--- src/rtl/core/dpb_pkg.sv ---
// Shared types and constants for the depth pixel back-projection block.
package dpb_pkg;

	localparam int COORD_W = 12;
	localparam int ADDR_W  = 5;
	localparam int MUL_A_W = 32;
	localparam int MUL_B_W = 24;
	localparam int MUL_P_W = MUL_A_W + MUL_B_W;

	// register indexes (byte address = 4 * index)
	localparam logic [2:0] REG_IMAGE_WIDTH = 3'd0;
	localparam logic [2:0] REG_CENTER_X    = 3'd1;
	localparam logic [2:0] REG_CENTER_Y    = 3'd2;
	localparam logic [2:0] REG_INV_FOCAL_X = 3'd3;
	localparam logic [2:0] REG_INV_FOCAL_Y = 3'd4;
	localparam logic [2:0] REG_DEPTH_GAIN  = 3'd5;

	localparam logic [12:0] RST_IMAGE_WIDTH = 13'd1280;
	localparam logic [15:0] RST_CENTER_X    = 16'd10128;
	localparam logic [15:0] RST_CENTER_Y    = 16'd6464;
	localparam logic [23:0] RST_INV_FOCAL_X = 24'd24600;
	localparam logic [23:0] RST_INV_FOCAL_Y = 24'd24600;
	localparam logic [31:0] RST_DEPTH_GAIN  = 32'd4294967;

	typedef struct packed {
		logic [15:0] center_x;
		logic [15:0] center_y;
		logic [23:0] inv_focal_x;
		logic [23:0] inv_focal_y;
		logic [31:0] depth_gain;
	} cam_cfg_t;

	typedef struct packed {
		logic signed [31:0] pos_x;
		logic signed [31:0] pos_y;
		logic [30:0]        pos_z;
	} point_t;

endpackage

--- src/rtl/core/dpb_mul.sv ---
// Shared unsigned multiplier with a registered product.
module dpb_mul import dpb_pkg::*; (
	input  logic               clk,
	input  logic               en,
	input  logic [MUL_A_W-1:0] a,
	input  logic [MUL_B_W-1:0] b,
	output logic [MUL_P_W-1:0] prod
);

	logic [MUL_P_W-1:0] prod_q;

	always_ff @(posedge clk) begin
		if (en) begin
			prod_q <= MUL_P_W'(a) * MUL_P_W'(b);
		end
	end

	assign prod = prod_q;

endmodule

--- src/rtl/core/dpb_core.sv ---
// Sequencer that computes z, x and y of one pixel on the shared multiplier.
module dpb_core import dpb_pkg::*; (
	input  logic               clk,
	input  logic               arst_n,
	input  logic               start,
	input  logic [15:0]        raw_depth,
	input  logic [COORD_W-1:0] col,
	input  logic [COORD_W-1:0] row,
	input  cam_cfg_t           cfg,
	input  logic               slot_free,
	output logic               busy,
	output logic               done,
	output point_t             point
);

	localparam logic [2:0] ST_IDLE  = 3'd0;
	localparam logic [2:0] ST_ZQ    = 3'd1;
	localparam logic [2:0] ST_MUL_M = 3'd2;
	localparam logic [2:0] ST_SPLIT = 3'd3;
	localparam logic [2:0] ST_HI    = 3'd4;
	localparam logic [2:0] ST_FIN   = 3'd5;

	logic [2:0]         state_q;
	logic               axis_q;
	logic [31:0]        zq_q;
	logic [15:0]        mag_x_q, mag_y_q;
	logic               neg_x_q, neg_y_q;
	logic [23:0]        mhi_q;
	logic [47:0]        acc_q;
	logic [31:0]        pos_x_q;

	logic               mul_en;
	logic [MUL_A_W-1:0] mul_a;
	logic [MUL_B_W-1:0] mul_b;
	logic [MUL_P_W-1:0] prod;

	logic signed [16:0] dx, dy;
	logic [16:0]        adx, ady;
	logic [23:0]        inv_sel;
	logic [48:0]        z_sum;
	logic [72:0]        total;
	logic [44:0]        q;
	logic               neg_sel;
	logic [31:0]        sat_val;

	dpb_mul u_mul (
		.clk  (clk),
		.en   (mul_en),
		.a    (mul_a),
		.b    (mul_b),
		.prod (prod)
	);

	// signed Q12.4 offsets from the principal point
	assign dx  = $signed({1'b0, col, 4'b0}) - $signed({1'b0, cfg.center_x});
	assign dy  = $signed({1'b0, row, 4'b0}) - $signed({1'b0, cfg.center_y});
	assign adx = dx[16] ? 17'(-dx) : 17'(dx);
	assign ady = dy[16] ? 17'(-dy) : 17'(dy);

	assign inv_sel = axis_q ? cfg.inv_focal_y : cfg.inv_focal_x;
	assign neg_sel = axis_q ? neg_y_q : neg_x_q;
	assign z_sum   = {1'b0, prod[47:0]} + 49'h0_0000_0000_8000;

	// low partial plus high partial shifted, rounded at bit 27
	assign total = {25'b0, acc_q} + {1'b0, prod[47:0], 24'b0} + {45'b0, 1'b1, 27'b0};
	assign q     = total[72:28];

	always_comb begin
		if (neg_sel) begin
			sat_val = (q[44:31] != 14'b0) ? 32'h8000_0000 : 32'b0 - q[31:0];
		end else begin
			sat_val = (q[44:31] != 14'b0) ? 32'h7FFF_FFFF : q[31:0];
		end
	end

	always_comb begin
		mul_en = 1'b0;
		mul_a  = '0;
		mul_b  = '0;
		case (state_q)
			ST_IDLE: begin
				if (start) begin
					mul_en = 1'b1;
					mul_a  = cfg.depth_gain;
					mul_b  = {8'b0, raw_depth};
				end
			end
			ST_MUL_M: begin
				mul_en = 1'b1;
				mul_a  = zq_q;
				mul_b  = {8'b0, axis_q ? mag_y_q : mag_x_q};
			end
			ST_SPLIT: begin
				mul_en = 1'b1;
				mul_a  = {8'b0, inv_sel};
				mul_b  = prod[23:0];
			end
			ST_HI: begin
				mul_en = 1'b1;
				mul_a  = {8'b0, inv_sel};
				mul_b  = mhi_q;
			end
			ST_FIN: begin
				// x done: start the y offset product straight away
				if (!axis_q) begin
					mul_en = 1'b1;
					mul_a  = zq_q;
					mul_b  = {8'b0, mag_y_q};
				end
			end
			default: begin
			end
		endcase
	end

	always_ff @(posedge clk or negedge arst_n) begin
		if (!arst_n) begin
			state_q <= ST_IDLE;
			axis_q  <= 1'b0;
		end else begin
			case (state_q)
				ST_IDLE: begin
					if (start) begin
						state_q <= ST_ZQ;
					end
				end
				ST_ZQ: begin
					axis_q  <= 1'b0;
					state_q <= ST_MUL_M;
				end
				ST_MUL_M: state_q <= ST_SPLIT;
				ST_SPLIT: state_q <= ST_HI;
				ST_HI:    state_q <= ST_FIN;
				ST_FIN: begin
					if (!axis_q) begin
						axis_q  <= 1'b1;
						state_q <= ST_SPLIT;
					end else if (slot_free) begin
						state_q <= ST_IDLE;
					end
				end
				default: state_q <= ST_IDLE;
			endcase
		end
	end

	always_ff @(posedge clk) begin
		if (state_q == ST_IDLE && start) begin
			mag_x_q <= adx[15:0];
			mag_y_q <= ady[15:0];
			neg_x_q <= dx[16];
			neg_y_q <= dy[16];
		end
		if (state_q == ST_ZQ) begin
			zq_q <= z_sum[47:16];
		end
		if (state_q == ST_SPLIT) begin
			mhi_q <= prod[47:24];
		end
		if (state_q == ST_HI) begin
			acc_q <= prod[47:0];
		end
		if (state_q == ST_FIN && !axis_q) begin
			pos_x_q <= sat_val;
		end
	end

	assign busy        = (state_q != ST_IDLE);
	assign done        = (state_q == ST_FIN) && axis_q && slot_free;
	assign point.pos_x = pos_x_q;
	assign point.pos_y = sat_val;
	assign point.pos_z = zq_q[31] ? 31'h7FFF_FFFF : zq_q[30:0];

endmodule

--- src/rtl/core/depth_pixel_backprojection.sv ---
// Top level: register port, raster counters, sequencer and output register.
//
//  channel  direction  handshake          payload
//  in       sink       in_valid/in_stall  raw_depth, blue, green, red, frame_start
//  out      source     out_valid/out_stall pos_x, pos_y, pos_z, out_red/green/blue
//  apb      sink       psel/penable/pready register writes and reads
//
// A pixel with non-zero depth keeps the sequencer busy while one 32x24
// multiplier is issued seven times (z, then per axis the offset product and
// two reciprocal partials). A zero-depth pixel does not start the sequencer.
// Reset clears the sequencer, the counters and the output valid.
// A held output stalls the sequencer in its last step; input stalls meanwhile.
module depth_pixel_backprojection import dpb_pkg::*; #(
	parameter int MAX_WIDTH  = 4096,
	parameter int MAX_HEIGHT = 4096
) (
	input  logic               clk,
	input  logic               arst_n,
	input  logic               in_valid,
	output logic               in_stall,
	input  logic [15:0]        raw_depth,
	input  logic [7:0]         blue,
	input  logic [7:0]         green,
	input  logic [7:0]         red,
	input  logic               frame_start,
	output logic               out_valid,
	input  logic               out_stall,
	output logic signed [31:0] pos_x,
	output logic signed [31:0] pos_y,
	output logic [30:0]        pos_z,
	output logic [7:0]         out_red,
	output logic [7:0]         out_green,
	output logic [7:0]         out_blue,
	input  logic               psel,
	input  logic               penable,
	input  logic               pwrite,
	input  logic [ADDR_W-1:0]  paddr,
	input  logic [31:0]        pwdata,
	output logic [31:0]        prdata,
	output logic               pready
);

	localparam int CW = $clog2(MAX_WIDTH);
	localparam int RW = $clog2(MAX_HEIGHT);
	localparam logic [CW:0] MaxW = (CW+1)'(MAX_WIDTH);
	localparam logic [RW:0] MaxH = (RW+1)'(MAX_HEIGHT);

	logic [12:0]   img_width_q;
	cam_cfg_t      cfg_q;
	logic [CW-1:0] col_q;
	logic [RW-1:0] row_q;
	logic [7:0]    red_q, green_q, blue_q;
	logic          out_valid_q;
	point_t        out_pt_q;
	logic [7:0]    out_red_q, out_green_q, out_blue_q;

	logic          in_accept, cfg_wr, core_start, core_busy, core_done, slot_free;
	logic [CW-1:0] col_used;
	logic [RW-1:0] row_used;
	logic [CW:0]   col_next;
	logic [RW:0]   row_next;
	logic          col_wrap, row_wrap;
	point_t        core_pt;

	assign pready    = 1'b1;
	assign cfg_wr    = psel && penable && pwrite && pready;
	assign in_stall  = core_busy;
	assign in_accept = in_valid && !in_stall;
	assign core_start = in_accept && (raw_depth != 16'b0);
	assign slot_free = !out_valid_q || !out_stall;

	always_ff @(posedge clk or negedge arst_n) begin
		if (!arst_n) begin
			img_width_q       <= RST_IMAGE_WIDTH;
			cfg_q.center_x    <= RST_CENTER_X;
			cfg_q.center_y    <= RST_CENTER_Y;
			cfg_q.inv_focal_x <= RST_INV_FOCAL_X;
			cfg_q.inv_focal_y <= RST_INV_FOCAL_Y;
			cfg_q.depth_gain  <= RST_DEPTH_GAIN;
		end else if (cfg_wr) begin
			case (paddr[4:2])
				REG_IMAGE_WIDTH: img_width_q       <= pwdata[12:0];
				REG_CENTER_X:    cfg_q.center_x    <= pwdata[15:0];
				REG_CENTER_Y:    cfg_q.center_y    <= pwdata[15:0];
				REG_INV_FOCAL_X: cfg_q.inv_focal_x <= pwdata[23:0];
				REG_INV_FOCAL_Y: cfg_q.inv_focal_y <= pwdata[23:0];
				REG_DEPTH_GAIN:  cfg_q.depth_gain  <= pwdata;
				default: begin
				end
			endcase
		end
	end

	always_comb begin
		case (paddr[4:2])
			REG_IMAGE_WIDTH: prdata = 32'(img_width_q);
			REG_CENTER_X:    prdata = 32'(cfg_q.center_x);
			REG_CENTER_Y:    prdata = 32'(cfg_q.center_y);
			REG_INV_FOCAL_X: prdata = 32'(cfg_q.inv_focal_x);
			REG_INV_FOCAL_Y: prdata = 32'(cfg_q.inv_focal_y);
			REG_DEPTH_GAIN:  prdata = cfg_q.depth_gain;
			default:         prdata = 32'b0;
		endcase
	end

	// raster position; frame start clears it for this pixel
	assign col_used = frame_start ? '0 : col_q;
	assign row_used = frame_start ? '0 : row_q;
	assign col_next = {1'b0, col_used} + (CW+1)'(1);
	assign row_next = {1'b0, row_used} + (RW+1)'(1);
	assign col_wrap = (13'(col_next) >= img_width_q) || (col_next >= MaxW);
	assign row_wrap = (row_next >= MaxH);

	always_ff @(posedge clk or negedge arst_n) begin
		if (!arst_n) begin
			col_q <= '0;
			row_q <= '0;
		end else if (in_accept) begin
			if (col_wrap) begin
				col_q <= '0;
				row_q <= row_wrap ? '0 : row_next[RW-1:0];
			end else begin
				col_q <= col_next[CW-1:0];
				row_q <= row_used;
			end
		end
	end

	always_ff @(posedge clk) begin
		if (in_accept) begin
			red_q   <= red;
			green_q <= green;
			blue_q  <= blue;
		end
	end

	dpb_core u_core (
		.clk       (clk),
		.arst_n    (arst_n),
		.start     (core_start),
		.raw_depth (raw_depth),
		.col       (COORD_W'(col_used)),
		.row       (COORD_W'(row_used)),
		.cfg       (cfg_q),
		.slot_free (slot_free),
		.busy      (core_busy),
		.done      (core_done),
		.point     (core_pt)
	);

	// output word register
	always_ff @(posedge clk or negedge arst_n) begin
		if (!arst_n) begin
			out_valid_q <= 1'b0;
		end else if (core_done) begin
			out_valid_q <= 1'b1;
		end else if (!out_stall) begin
			out_valid_q <= 1'b0;
		end
	end

	always_ff @(posedge clk) begin
		if (core_done) begin
			out_pt_q    <= core_pt;
			out_red_q   <= red_q;
			out_green_q <= green_q;
			out_blue_q  <= blue_q;
		end
	end

	assign out_valid = out_valid_q;
	assign pos_x     = out_pt_q.pos_x;
	assign pos_y     = out_pt_q.pos_y;
	assign pos_z     = out_pt_q.pos_z;
	assign out_red   = out_red_q;
	assign out_green = out_green_q;
	assign out_blue  = out_blue_q;

`ifndef SYNTHESIS
	a_done_slot: assert property (@(posedge clk) disable iff (!arst_n)
		core_done |-> (!out_valid_q || !out_stall))
		else $error("result finished into an occupied output word");

	a_start_busy: assert property (@(posedge clk) disable iff (!arst_n)
		core_start |=> core_busy)
		else $error("sequencer did not leave idle after a start");

	a_zero_depth: assert property (@(posedge clk) disable iff (!arst_n)
		(in_accept && raw_depth == 16'b0) |=> !core_busy)
		else $error("zero-depth word started the sequencer");

	a_done_valid: assert property (@(posedge clk) disable iff (!arst_n)
		core_done |=> out_valid)
		else $error("finished result not presented");
`endif

endmodule
--- config.mk ---
export PLATFORM = sky130hd
export DESIGN_NAME = depth_pixel_backprojection
export DESIGN_NICKNAME = d
export VERILOG_FILES = /design/src/rtl/core/dpb_pkg.sv /design/src/rtl/core/dpb_mul.sv /design/src/rtl/core/dpb_core.sv /design/src/rtl/core/depth_pixel_backprojection.sv
export SDC_FILE = /design/constraint.sdc
export NUM_CORES = 2
export LEC_CHECK = 0
export BUFFER_PORTS_ARGS = -buffer_cell sky130_fd_sc_hd__buf_2
export CORE_MARGIN = 4
export CORE_UTILIZATION = 50
export DETAILED_ROUTE_END_ITERATION = 10
export HOLD_SLACK_MARGIN = 0.08
export PLACE_DENSITY = 0.74
export SLEW_MARGIN = 20
export SYNTH_ARGS = -nofsm -noshare
export SYNTH_HDL_FRONTEND = slang
export SYNTH_SLANG_ARGS = --single-unit
--- constraint.sdc ---
create_clock -name clk -period 8.96 [get_ports clk]
set_clock_uncertainty 0.05 [all_clocks]
set_input_delay 0.896 -clock clk [delete_from_list [all_inputs] [get_ports clk]]
set_output_delay 0.896 -clock clk [all_outputs]
set_load 0.01 [all_outputs]
==> out/qor.csv <==
stage,metric,value,unit
grt,grt_start_max_net_pins,84,
grt,grt_overflow,0,
critical_path,start_kind,primary input,
layout,syn2layout_area_growth,17.5,%
clock_tree,cts_buffers,46,
critical_path,regToRegSetupSlack,0.19,ns
sta,setup_tns,0,ns
grt,grt_pass1_vias,39400,
yosys,yosys-top-cells-area,"fa_1, edfxtp_1, inv_1",
clock_tree,insertion_delay,0.59,ns
layout,final_cell_area,56200,sq um
yosys,syn_area,47800,sq um
worst_hold_path,hold_path_class,in2async,
critical_path,cp_slowest_cell,fa_1,
clock_tree,clockBufferDepth,3,
floorplan,row_count,113,
route,drc_errors,0,
route,vias_per_cell,5.84,
route,wirelength,158000,um
placement,routabilityCongestion,1.04,
yosys,ys_seq_area_frac,0.293,
placement,placed_area,53900,sq um
clock_tree,h-tree-depth,2,
placement,hpwl,126000,um
yosys,yosys_warnings,0,
floorplan,design.die.area,101000,sq um
critical_path,critical_path_required,9.23,ns
sta,post-route-min-period,8.81,ns
clock_tree,clock_sinks,491,
critical_path,r2r_end,u_core.u_mul.prod[44]$_DFFE_PP_,
clock_tree,cts_root_buf,clkbuf_16,
yosys,synth.top_cell.area_share,0.265,
floorplan,die_w,317,um
critical_path,endpoint_kind,flip-flop,
route,avgRoutedWirePerCell,23.6,um
sta,worst_pin_slew,1.08,ns
yosys,synth_edf_count,337,
sta,finalSetupViolations,0,
sta,slew_headroom,0.278,
clock_tree,cts_tree,done,
route,drt-pass1-iter-count,7,
yosys,synth.lib_cells_used.distinct,100,
grt,antenna_found_initial,14,
yosys,synth_area_per_cell,9.86,sq um
critical_path,critical_path_class,in2reg,
job,drv_cap,0,
critical_path,critical-path-max-stage-delay,0.57,ns
yosys,ys_ff_latch,491,
clock_tree,path_clk_slew,0.06,ns
sta,max_freq,113,MHz
floorplan,start_util,0.503,
yosys,synthCells,4852,
floorplan,fp.dieH,317,um
layout,drive_gt1_frac,0.192,
grt,grt_first_pass_wirelength,236000,um
route,antenna_left,0,
sta,finalHoldViolCount,0,
critical_path,critPathMaxFanout,8,
sta,fin_crit_sh,0.984,
sta,worst_slack,0.146,ns
critical_path,crit-reg2reg-launch,u_core.state_q[2]$_DFFE_PN0P_,
grt,track_usage,0.312,
floorplan,core,95000,sq um
placement,port_buffers,235,
yosys,synth-async-reset-ratio,0.314,
placement,place_ws,-0.780,ns
yosys,synth_flop_cell,edfxtp_1,
critical_path,rr_worst_depth,33,
route,vias,39100,
layout,nNetsFinal,6331,
yosys,synth_top_area_cell,fa_1,
critical_path,critPathArrivalTime,9.09,ns
sta,drv_slew,0,
route,drt_iter0_drc,4574,
outcome,status,finished clean,
floorplan,pin_count,239,
-- sequential cells by signal, indices dropped and copies added (netlist names), 12 cells and up --
| register | count |
|---|---|
| row_q | 12 |
| pos_z | 31 |
| pos_y | 32 |
| u_core.mag_x_q | 16 |
| u_core.mag_y_q | 16 |
| u_core.acc_q | 24 |
| col_q | 12 |
| u_core.pos_x_q | 32 |
| u_core.zq_q | 32 |
| pos_x | 32 |
| img_width_q | 13 |
| u_core.mhi_q | 24 |
| u_core.u_mul.prod | 48 |
| cfg_q | 112 |
-- cell usage in the layout, fill, tap and decap left out, types with 94 or more instances in the layout --
cell and n:
inv_1 850, xnor2_1 111, fa_1 623, buf_4 369, a21oi_1 94, dfrtp_1 123
edfxtp_1 337, buf_2 234, nand2_1 715, nor2_1 328, ha_1 223, o21ai_0 131
-- timing repair --
action | CTS | global route
gates resized for setup | 7 | 96
pin swaps | 2 | 48
setup buffers | 0 | 25
hold buffers | 0 | 0
cloned | 1 | 9
endpoints found under the setup margin | 9 | 22
-- worst max-delay path by stage --
| stage | from | end | slack, ns |
|---|---|---|---|
| 4_1_cts | u_core.state_q[2]$_DFFE_PN0P_ | u_core.u_mul.prod[47]$_DFFE_PP_ | 0.006 |
| 2_1_floorplan | raw_depth[11] | u_core.u_mul.prod[46]$_DFFE_PP_ | -0.1 |
| 6_report | raw_depth[11] | u_core.u_mul.prod[44]$_DFFE_PP_ | 0.15 |
| 3_3_place_gp | raw_depth[8] | u_core.u_mul.prod[47]$_DFFE_PP_ | -0.99 |
| 5_1_grt | raw_depth[11] | u_core.u_mul.prod[44]$_DFFE_PP_ | -0.03 |
| 3_5_place_dp | raw_depth[11] | u_core.u_mul.prod[47]$_DFFE_PP_ | -0.78 |
-- Yosys cell counts, types with 15 or more instances --
cell type / count
a22o_1: 25
and2_1: 34
xor2_1: 54
nand2_1: 724
dfrtp_1: 124
buf_1: 18
edfxtp_1: 337
nand2b_1: 15
nand3_1: 70
clkbuf_1: 188
or2_2: 42
a221oi_1: 34
fa_1: 632
a31oi_1: 49
nor3_1: 36
o21ai_0: 133
and3_1: 30
inv_1: 860
ha_1: 228
nand4_1: 35
nor2_1: 333
xnor2_1: 111
a22oi_1: 25
mux2i_1: 67
a221o_1: 31
nor4_1: 18
a21oi_1: 97
a21o_1: 41
a211oi_1: 17
mux2_2: 85
nor2b_1: 40
o21bai_1: 15
dfstp_2: 30
o21a_1: 15
-- per-layer routing --
layer	vias to the layer above	track usage	wire, um
li1	16900	-	-
met3	471	0.0894	19100
met5	-	0	66
met2	2238	0.482	70500
met1	19500	0.410	59400
met4	10	0.138	8930
-- critical path: cells and delay by family --
| family | cells | cell delay (ns) |
|---|---|---|
| fa+ha+maj | 8 | 3.98 |
| mux | 1 | 0.20 |
| buf+inv | 12 | 1.35 |
| simple gates | 6 | 1.50 |
| compound gates | 6 | 1.13 |
-- final cells by class --
class / instances / area, sq um
Multi-Input combinational cell: 3302 / 30400
Antenna cell: 6 / 15.0
Clock inverter: 26 / 263
Tap cell: 1265 / 1580
Clock buffer: 57 / 1210
Fill cell: 7977 / 38800
Inverter: 862 / 3240
Timing Repair Buffer: 683 / 5510
Sequential cell: 491 / 14000
-- metrics by stage --
step | cells | hold WS, ns | util
global placement | 6568 | 0.350 | 0.567
global route | 6686 | 0.345 | 0.591
detailed placement | 6568 | 0.355 | 0.567
CTS | 6652 | 0.329 | 0.583
finish | 6692 | 0.290 | 0.592
floorplan | 4879 | 0.350 | -
-- cell families (layout without fill, tap and decap cells) --
group | Yosys count | in the layout | share of synthesized area
buffers and inverters | 1086 | 1628 | 0.0860
flip-flops | 491 | 491 | 0.293
AO/OA/AOI/OAI | 640 | 640 | 0.0948
adder cells (fa/ha/maj) | 860 | 860 | 0.324
other | 2 | 35 | 0.000157
XOR/XNOR | 165 | 165 | 0.0302
AND/OR/NAND/NOR | 1450 | 1450 | 0.135
multiplexers | 158 | 158 | 0.0366
Power is not shown: default switching activity piles up to over one toggle a cycle in this logic, so the estimate is an artifact.
